[config.mk]
export PLATFORM = sky130hd
export DESIGN_NAME = http_request_head_validator
export DESIGN_NICKNAME = d
export VERILOG_FILES = /design/src/rtl/hrv_pkg.sv /design/src/rtl/http_request_head_validator.sv
export SDC_FILE = /design/constraint.sdc
export NUM_CORES = 1
export LEC_CHECK = 0
export BUFFER_PORTS_ARGS = -buffer_cell sky130_fd_sc_hd__buf_2
export CORE_UTILIZATION = 60
export DETAILED_ROUTE_END_ITERATION = 6
export GPL_ROUTABILITY_DRIVEN = 0
export HOLD_SLACK_MARGIN = 0.1
export PLACE_DENSITY_LB_ADDON = 0.15
export SYNTH_ARGS = -nofsm -noshare
export SYNTH_HDL_FRONTEND = slang
export SYNTH_SLANG_ARGS = --single-unit
export TNS_END_PERCENT = 1
[constraint.sdc]
create_clock -name aclk -period 3.8 [get_ports aclk]
set_input_delay 0.76 -clock aclk [delete_from_list [all_inputs] [get_ports aclk]]
set_output_delay 0.76 -clock aclk [all_outputs]
set_load 0.05 [all_outputs]
[src/rtl/hrv_pkg.sv]
// ----------------------------------------------------------------------------
// HTTP request head validator package
// Shared constants, match tables and result codes for the validator.
// ----------------------------------------------------------------------------
package hrv_pkg;

    localparam int unsigned BYTE_W       = 8;
    localparam int unsigned TOKEN_LEN    = 8;
    localparam int unsigned TERM_LEN     = 4;
    localparam int unsigned METHOD_COUNT = 7;
    localparam int unsigned METHOD_MAX   = 8;

    localparam logic [BYTE_W-1:0] MIN_LEN_RESET = 8'd10;
    localparam logic [BYTE_W-1:0] COUNT_MAX     = 8'd255;

    localparam logic [BYTE_W-1:0] CHAR_CR    = 8'h0D;
    localparam logic [BYTE_W-1:0] CHAR_LF    = 8'h0A;
    localparam logic [BYTE_W-1:0] CHAR_SPACE = 8'h20;
    localparam logic [BYTE_W-1:0] CHAR_NUL   = 8'h00;

    typedef logic [BYTE_W-1:0] byte_t;
    typedef logic [2:0]        token_pos_t;
    typedef logic [1:0]        term_pos_t;
    typedef logic [METHOD_COUNT-1:0] method_mask_t;
    typedef logic [3:0]        method_len_t;

    // " HTTP/1."
    localparam byte_t TOKEN_TEXT [TOKEN_LEN] = '{
        8'h20, 8'h48, 8'h54, 8'h54, 8'h50, 8'h2F, 8'h31, 8'h2E
    };

    // CR LF CR LF
    localparam byte_t TERM_TEXT [TERM_LEN] = '{8'h0D, 8'h0A, 8'h0D, 8'h0A};

    // Method prefixes including the trailing space, zero padded
    localparam byte_t METHOD_TEXT [METHOD_COUNT][METHOD_MAX] = '{
        '{8'h47, 8'h45, 8'h54, 8'h20, 8'h00, 8'h00, 8'h00, 8'h00}, // GET
        '{8'h50, 8'h4F, 8'h53, 8'h54, 8'h20, 8'h00, 8'h00, 8'h00}, // POST
        '{8'h50, 8'h55, 8'h54, 8'h20, 8'h00, 8'h00, 8'h00, 8'h00}, // PUT
        '{8'h44, 8'h45, 8'h4C, 8'h45, 8'h54, 8'h45, 8'h20, 8'h00}, // DELETE
        '{8'h48, 8'h45, 8'h41, 8'h44, 8'h20, 8'h00, 8'h00, 8'h00}, // HEAD
        '{8'h4F, 8'h50, 8'h54, 8'h49, 8'h4F, 8'h4E, 8'h53, 8'h20}, // OPTIONS
        '{8'h50, 8'h41, 8'h54, 8'h43, 8'h48, 8'h20, 8'h00, 8'h00}  // PATCH
    };

    localparam method_len_t METHOD_LEN [METHOD_COUNT] = '{
        4'd4, 4'd5, 4'd4, 4'd7, 4'd5, 4'd8, 4'd6
    };

    // Result codes, in check priority order
    typedef enum logic [2:0] {
        REASON_OK         = 3'd0,
        REASON_SHORT      = 3'd1,
        REASON_NO_TOKEN   = 3'd2,
        REASON_NO_TERM    = 3'd3,
        REASON_BARE_LF    = 3'd4,
        REASON_BAD_METHOD = 3'd5
    } reason_t;

endpackage

[src/rtl/http_request_head_validator.sv]
// ----------------------------------------------------------------------------
// HTTP request head validator
// Byte-streaming checker for an HTTP/1 request head with one verdict a request.
// ----------------------------------------------------------------------------
// Usage:
//   s_ channel: one request byte per item (s_data_byte) and s_end_of_request
//   on the final byte. A zero byte ends the string; later bytes up to the
//   final one are ignored.
//   m_ channel: one item per request, issued for the final byte, carrying
//   m_accepted and m_reject_reason (first failing check).
//   cfg channel: writes min_request_length; write only while idle.
// Timing: an item enters an input register and is then folded into the matcher
//   state; for a final byte the verdict lands in the output register at that
//   same edge. One byte is taken every cycle; the only limit is the single
//   output register.
// Stall: while a verdict waits on m_ready, non-final bytes keep flowing; a
//   final byte waits in the input register until the output frees up.
// Reset: aresetn (synchronous, low) clears all matchers, empties both
//   registers and loads min_request_length with 10.
// ----------------------------------------------------------------------------
module http_request_head_validator
    import hrv_pkg::*;
(
    input  logic        aclk,
    input  logic        aresetn,
    // configuration
    input  logic        cfg_valid,
    output logic        cfg_ready,
    input  logic [7:0]  cfg_min_request_length,
    // request bytes
    input  logic        s_valid,
    output logic        s_ready,
    input  logic [7:0]  s_data_byte,
    input  logic        s_end_of_request,
    // verdicts
    output logic        m_valid,
    input  logic        m_ready,
    output logic        m_accepted,
    output logic [2:0]  m_reject_reason
);

    // configuration register
    byte_t        min_len_reg;

    // input register
    logic         in_valid_reg;
    byte_t        in_byte_reg;
    logic         in_last_reg;

    // matcher state
    byte_t        count_reg,      count_next;
    token_pos_t   token_pos_reg,  token_pos_next;
    logic         token_seen_reg, token_seen_next;
    term_pos_t    term_pos_reg,   term_pos_next;
    logic         head_end_reg,   head_end_next;
    logic         bare_lf_reg,    bare_lf_next;
    logic         prev_cr_reg,    prev_cr_next;
    method_mask_t method_reg,     method_next;
    logic         ended_reg,      ended_next;

    // output register
    logic         out_valid_reg;
    logic         out_accepted_reg;
    reason_t      out_reason_reg;
    reason_t      reason;
    logic         method_ok;
    logic         take_byte;
    logic         advance;

    // an item leaves the input register unless it is final and the output holds a verdict not yet taken
    assign advance   = in_valid_reg && (!in_last_reg || !out_valid_reg || m_ready);
    assign s_ready   = !in_valid_reg || advance;
    assign cfg_ready = 1'b1;

    assign m_valid         = out_valid_reg;
    assign m_accepted      = out_accepted_reg;
    assign m_reject_reason = out_reason_reg;

    // matcher update for one byte
    always_comb begin
        count_next      = count_reg;
        token_pos_next  = token_pos_reg;
        token_seen_next = token_seen_reg;
        term_pos_next   = term_pos_reg;
        head_end_next   = head_end_reg;
        bare_lf_next    = bare_lf_reg;
        prev_cr_next    = prev_cr_reg;
        method_next     = method_reg;
        ended_next      = ended_reg;

        take_byte = !ended_reg && (in_byte_reg != CHAR_NUL);
        if (!ended_reg && (in_byte_reg == CHAR_NUL)) begin
            ended_next = 1'b1;
        end

        if (take_byte) begin
            // drop method candidates that disagree at this position
            if (count_reg < 8'(METHOD_MAX)) begin
                for (int i = 0; i < METHOD_COUNT; i++) begin
                    if ((count_reg < {4'd0, METHOD_LEN[i]}) &&
                        (METHOD_TEXT[i][count_reg[2:0]] != in_byte_reg)) begin
                        method_next[i] = 1'b0;
                    end
                end
            end

            // LF without CR before the terminator
            if ((in_byte_reg == CHAR_LF) && !prev_cr_reg && !head_end_reg) begin
                bare_lf_next = 1'b1;
            end

            // token matcher
            if (!token_seen_reg) begin
                if (TOKEN_TEXT[token_pos_reg] == in_byte_reg) begin
                    if (token_pos_reg == 3'(TOKEN_LEN - 1)) begin
                        token_seen_next = 1'b1;
                        token_pos_next  = '0;
                    end else begin
                        token_pos_next = token_pos_reg + 3'd1;
                    end
                end else begin
                    token_pos_next = (in_byte_reg == CHAR_SPACE) ? 3'd1 : 3'd0;
                end
            end

            // terminator matcher
            if (!head_end_reg) begin
                if (TERM_TEXT[term_pos_reg] == in_byte_reg) begin
                    if (term_pos_reg == 2'(TERM_LEN - 1)) begin
                        head_end_next = 1'b1;
                        term_pos_next = '0;
                    end else begin
                        term_pos_next = term_pos_reg + 2'd1;
                    end
                end else begin
                    term_pos_next = (in_byte_reg == CHAR_CR) ? 2'd1 : 2'd0;
                end
            end

            prev_cr_next = (in_byte_reg == CHAR_CR);
            if (count_reg != COUNT_MAX) begin
                count_next = count_reg + 8'd1;
            end
        end
    end

    // verdict from the updated state
    always_comb begin
        method_ok = 1'b0;
        for (int i = 0; i < METHOD_COUNT; i++) begin
            if (method_next[i] && ({4'd0, METHOD_LEN[i]} <= count_next)) begin
                method_ok = 1'b1;
            end
        end

        priority if (count_next < min_len_reg) begin
            reason = REASON_SHORT;
        end else if (!token_seen_next) begin
            reason = REASON_NO_TOKEN;
        end else if (!head_end_next) begin
            reason = REASON_NO_TERM;
        end else if (bare_lf_next) begin
            reason = REASON_BARE_LF;
        end else if (!method_ok) begin
            reason = REASON_BAD_METHOD;
        end else begin
            reason = REASON_OK;
        end
    end

    // configuration
    always_ff @(posedge aclk) begin
        if (!aresetn) begin
            min_len_reg <= MIN_LEN_RESET;
        end else if (cfg_valid && cfg_ready) begin
            min_len_reg <= cfg_min_request_length;
        end
    end

    // input register
    always_ff @(posedge aclk) begin
        if (!aresetn) begin
            in_valid_reg <= 1'b0;
        end else if (s_ready) begin
            in_valid_reg <= s_valid;
        end
    end

    always_ff @(posedge aclk) begin
        if (s_valid && s_ready) begin
            in_byte_reg <= s_data_byte;
            in_last_reg <= s_end_of_request;
        end
    end

    // matcher state; rearms after the final byte
    always_ff @(posedge aclk) begin
        if (!aresetn || (advance && in_last_reg)) begin
            count_reg      <= '0;
            token_pos_reg  <= '0;
            token_seen_reg <= 1'b0;
            term_pos_reg   <= '0;
            head_end_reg   <= 1'b0;
            bare_lf_reg    <= 1'b0;
            prev_cr_reg    <= 1'b0;
            method_reg     <= '1;
            ended_reg      <= 1'b0;
        end else if (advance) begin
            count_reg      <= count_next;
            token_pos_reg  <= token_pos_next;
            token_seen_reg <= token_seen_next;
            term_pos_reg   <= term_pos_next;
            head_end_reg   <= head_end_next;
            bare_lf_reg    <= bare_lf_next;
            prev_cr_reg    <= prev_cr_next;
            method_reg     <= method_next;
            ended_reg      <= ended_next;
        end
    end

    // output register
    always_ff @(posedge aclk) begin
        if (!aresetn) begin
            out_valid_reg <= 1'b0;
        end else if (advance && in_last_reg) begin
            out_valid_reg <= 1'b1;
        end else if (m_ready) begin
            out_valid_reg <= 1'b0;
        end
    end

    always_ff @(posedge aclk) begin
        if (advance && in_last_reg) begin
            out_accepted_reg <= (reason == REASON_OK);
            out_reason_reg   <= reason;
        end
    end

endmodule

* Yosys cells after proc, flatten, opt, wreduce, memory -nomap -nowiden
Memories as Yosys holds them, arrays and structs flattened. Cells that the tools add are included.
Word-level totals: bits in registers 48, ROM bits 512, input port bits 22, output and inout port bits 7, word-level logic and storage cells 161, memories kept 8
Memory list:
- (name not given) | words 8, bits a word 8, read ports 1, clocked after memory_dff 0, write ports 0, line http_request_head_validator.sv:114 | if (TOKEN_TEXT[token_pos_reg] == in_byte_reg) begin
- (name not given) | words 8, bits a word 8, read ports 1, clocked after memory_dff 0, write ports 0, line http_request_head_validator.sv:101 | (METHOD_TEXT[i][count_reg[2:0]] != in_byte_reg)) begin
- (name not given) | words 8, bits a word 8, read ports 1, clocked after memory_dff 0, write ports 0, line http_request_head_validator.sv:101
- (name not given) | words 8, bits a word 8, read ports 1, clocked after memory_dff 0, write ports 0, line http_request_head_validator.sv:101
- (name not given) | words 8, bits a word 8, read ports 1, clocked after memory_dff 0, write ports 0, line http_request_head_validator.sv:101
- (name not given) | words 8, bits a word 8, read ports 1, clocked after memory_dff 0, write ports 0, line http_request_head_validator.sv:101
- +2 memories
Operators by class: $add $sub $neg 3, magnitude comparators 14, equality and inequality tests 15, multiplexer cells 60, bitwise operators 5, reductions and logical operators 40
Operators with widths (count):
- two-way mux 8 bit | 20
- inequality test 8 bit | 7
- <= comparator 3 x 8 -> 1 bit, first input constant | 4
- less-than comparator 8 x 3 -> 1 bit, second input constant | 4
- two-way mux 1 bit | 28
- logical AND 1 bit | 21
- two-way mux 3 bit | 7
- binary-select mux 8 bit (select 2 bit) | 1
- equality test 8 x 4 -> 1 bit, second input constant | 2
- equality test 8 bit | 2
- two-way mux 7 bit | 2
- adder 8 x 1 -> 8 bit, second input constant | 1
- equality test 8 x 6 -> 1 bit, second input constant | 1
- greater-or-equal comparator 4 bit, second input constant | 2
- <= comparator 4 x 8 -> 1 bit, first input constant | 1
- zero test 8 bit | 1
- less-than comparator 8 x 4 -> 1 bit, second input constant | 1
- less-than comparator 8 bit | 1
- inequality test 8 bit, second input constant | 1
- inverter 3 -> 4 bit | 2
- nonzero test 8 bit | 1
- zero test 1 bit | 7
- AND reduction 3 bit | 2
- logical OR 1 bit | 4
- 11 further kinds | 14

* Logic depth before layout (Yosys ltp)
depth after elaboration 23, depth in mapped cells 13, mapped depth without buffers 12

* Worst setup path before layout
No wires, ideal clock.
path type register -> register, from register count_reg[0], to register out_reason_reg[2] (netlist: m_reject_reason[2]) (data pin), library setup time 0.190 ns, arrival time 2.862 ns, required time 3.610 ns, path slack 0.748 ns, cell stages (with the launch flop) 14, buffers on the path 1, period minus slack after synthesis 3.052 ns, path through dfxtp_1 clkbuf_1 inv_1 nor3_1 and3_2 nand3_1 nor4bb_1 nor2_1 ha_1 o2111ai_1 nor2_1 o21ai_0 o211a_1 a2111oi_2
On the way: elaborated cells on any way between the ends 79, classes of those cells add/sub (1); order compare (11); eq/ne (8); mux (37); bitwise (1); reduce/logical (14); memory (7)
RTL lines:
- start, declared | line http_request_head_validator.sv:51 | byte_t count_reg, count_next;
- start signal, assigned | line http_request_head_validator.sv:209 | count_reg <= count_next;
- adder 8 x 1 -> 8 bit or inequality test 8 bit (tied branches) | line http_request_head_validator.sv:142, http_request_head_validator.sv:141
- two-way mux 8 bit (*) | line http_request_head_validator.sv:141 | if (count_reg != COUNT_MAX) begin
- two-way mux 8 bit (*) | line http_request_head_validator.sv:96 | if (take_byte) begin
- net count_next[7] | line http_request_head_validator.sv:51
- <= comparator 3 x 8 -> 1 bit | line http_request_head_validator.sv:151 | if (method_next[i] && ({4'd0, METHOD_LEN[i]} <= count_next)) begin
- logical AND 1 bit | line http_request_head_validator.sv:151
- two-way mux 1 bit (7 in a row) | line http_request_head_validator.sv:151
- two-way mux 3 bit | line http_request_head_validator.sv:164 | end else if (!method_ok) begin
- two-way mux 3 bit | line http_request_head_validator.sv:162 | end else if (bare_lf_next) begin
- two-way mux 3 bit | line http_request_head_validator.sv:160 | end else if (!head_end_next) begin
- two-way mux 3 bit | line http_request_head_validator.sv:158 | end else if (!token_seen_next) begin
- two-way mux 3 bit (*) | line http_request_head_validator.sv:156 | priority if (count_next < min_len_reg) begin
- net reason[2] | line http_request_head_validator.sv:65 | reason_t reason;
- end signal, assigned | line http_request_head_validator.sv:235 | out_reason_reg <= reason;
- end, declared | line http_request_head_validator.sv:64 | reason_t out_reason_reg;
Mark *: on every way through the listed nets, which the timed path passes. The rest lies on a longest branch. The select of a mux whose other input is x is not followed. A chain may end at the register's enable or synchronous reset.

* Worst setup path in the final report
Ends and elaborated chain as after synthesis.

==> results.ini <==
[finish]
nNetsFinal = 504
drive_gt1_share_pct = 13.70
fillerInstances = 473
antenna_cells = 0
fin_util_pct = 68.52
fin_area_mm2 = 0.003889
syn2layout_area_growth_pct = 7.469
fin_cells = 532
final_common_cell = nor2_1
final_cell_mix = nor2_1 (41), dfxtp_1 (35), nand2_1 (29), o21ai_0 (27), buf_2 (27)

[floorplan]
initial_utilization_pct = 63.76
row_count = 27
die_h_um = 79.66
dieArea_mm2 = 0.006346
core-area_mm2 = 0.005675
io_pins = 29
die_x_um = 79.66

[worst_setup_path]
cp_common_cell = ha_1
cp_max_fo = 15
slowest_delay_ns = 0.38
end_kind = flop
critPathRequiredTime_ns = 3.92
reg2regPathDepth = 13
rrSetupSlack_ns = 0.46
worstPathArrival_ns = 3.46
critical_path_class = flop to flop
critPathSlowestCell = dfxtp_1
start_kind = flop
crit_chain = buf_4, ha_1, and4_1, and3_2, a21boi_4, nand2_1, xnor2_1, ha_1, o2111ai_1, nor2_1, o21ai_0, o211a_1, a2111oi_2

[power_and_ir_drop]
comb_power_share_pct = 20.7
pwr-share-seq_pct = 49.6
finalPower_mw = 1.132
p_int_uw = 786.8
powerDensity_mw_per_mm2 = 291.1
p_clk_share_pct = 29.8
switching_share_pct = 30.49
ir_worst_vdd_mv = 0.2713
p_sw_uw = 345.2
p_leak_nw = 1.549

[timing]
post-route-min-period_ns = 3.342
layout_setup_ws_ns = 0.4576
setup-violations-final = 0
tightestPinTransition_ns = 1.078
fin_crit_sh_pct = 87.96
fin_tns_setup_ns = 0
hold_slack_ns = 0.4896
max_freq_ghz = 0.2992
finalHoldViolCount = 0
slew_viol_final = 0
rsz0062_at_grt = no
slew_headroom_pct = 27.78
fin_skew_ns = 0.01212

[place]
dp_hpwl_um = 6334
dpl_worst_slack_ns = 0.5217
io_buffer_count = 27
placed_area_mm2 = 0.003792
placed_cells = 524

[hold_path]
hp-class = flop to flop
whs_path_depth = 2

[grt]
grt_usage_pct = 28.86
antenna_found_initial = 0
grt_overflow = 0
grt_pass1_vias = 2970
grt_pass1_wl_um = 14280
grt_max_degree = 25

[synthesis]
synthCells = 444
async_flop_share_pct = 0
synth-seq-cells = 48
syn_area_mm2 = 0.003618
syn-num-nets = 489
ys_types = 75
ys.flop_type = dfxtp_1
synth_edf_count = 13
seq_area_frac_synth_pct = 30.15
synth.avg_cell_area_um2 = 8.150
yosys_warnings = 0

[cts]
root_buffer = clkbuf_8
clock_path_buffers = 2
clock_insertion_delay_worst_skew_ns = 0.31
htreeDepth = 2
post_cts_resized = 0
cts_tree = done
post_cts_buffers = 0
cts-buffers-inserted = 5
hold_buffers = 0
cts_num_sinks = 48
clk_pin_slew_ns = 0.10

[run]
cap_violations = 0

[detailed_routing]
vias = 3324
drt_iter0_drc = 296
viasPerCell = 6.248
drc = 0
wl_per_cell_um = 16.23
first_pass_iters = 5
drt.antenna.violating_nets = 0
wirelength_um = 8635

[run_status]
status = finished clean

## synth_stat cells (10+ instances only)
cell type | n | area, um2
a21oi_1 | 23 | 115.1
buf_2 | 10 | 50.05
clkbuf_1 | 13 | 48.80
dfxtp_1 | 35 | 700.7
edfxtp_1 | 13 | 390.4
ha_1 | 23 | 287.8
inv_1 | 26 | 97.59
nand2_1 | 29 | 108.9
nand2b_1 | 12 | 75.07
nand3_1 | 20 | 100.1
nor2_1 | 41 | 153.9
nor2b_1 | 12 | 75.07
o21ai_0 | 27 | 135.1
xnor2_1 | 20 | 175.2
xor2_1 | 10 | 87.58
## per-layer routing
metal / GRT usage [%] / part of all wire, %
met5: 0 / 0
met4: 7.091 / 1.4
met3: 6.286 / 7.6
met2: 45.64 / 46
met1: 39.69 / 45
## cell type report
| class | count | area [um2] | area share, % |
|---|---|---|---|
| multi-input cells | 339 | 2288 | 58.85 |
| flip-flops and latches | 48 | 1091 | 28.06 |
| repair buffers | 39 | 225.2 | 5.792 |
| inverters | 26 | 97.59 | 2.510 |
| well taps | 72 | 90.09 | 2.317 |
| clock buffers | 6 | 82.58 | 2.124 |
| clock inverters | 2 | 13.76 | 0.3539 |
## worst paths after layout
path / start / to
setup / recovery: count_reg[0] / m_reject_reason[2]
hold reg to reg: method_reg[2] / method_reg[2]
hold / removal: method_reg[2] / method_reg[2]
setup reg to reg: count_reg[0] / m_reject_reason[2]
## cell families after synthesis
family | count (synthesis) | share of synthesized area (%)
AOI/OAI and AO/OA | 108 | 20.40
xor gates and xnor gates | 30 | 7.261
adders and majority gates | 23 | 7.953
buffers and inverters | 57 | 6.604
DFF | 48 | 30.15
muxes | 9 | 2.524
other | 1 | 0.1036
and+or+nand+nor | 168 | 25.00
## power groups by stage
stage | combinational (mW) | sequential, mW | clock [mW]
after floorplan | 0.172 | 0.570 | 0
after global placement | 0.224 | 0.572 | 0
after detailed placement | 0.228 | 0.573 | 0
after CTS | 0.229 | 0.561 | 0.340
after global routing | 0.257 | 0.563 | 0.360
final | 0.234 | 0.561 | 0.337
## worst max-delay path: cells and delay by family (launching register included)
kind	cells	cell delay (ns)
buffers and inverters	1	0.19
AO/OA/AOI/OAI	5	1.14
AND/OR/NAND/NOR	4	0.71
XOR/XNOR	1	0.14
adder cells (fa/ha/maj)	2	0.58
flip-flops	1	0.38
(Power assumes the default switching activity.)
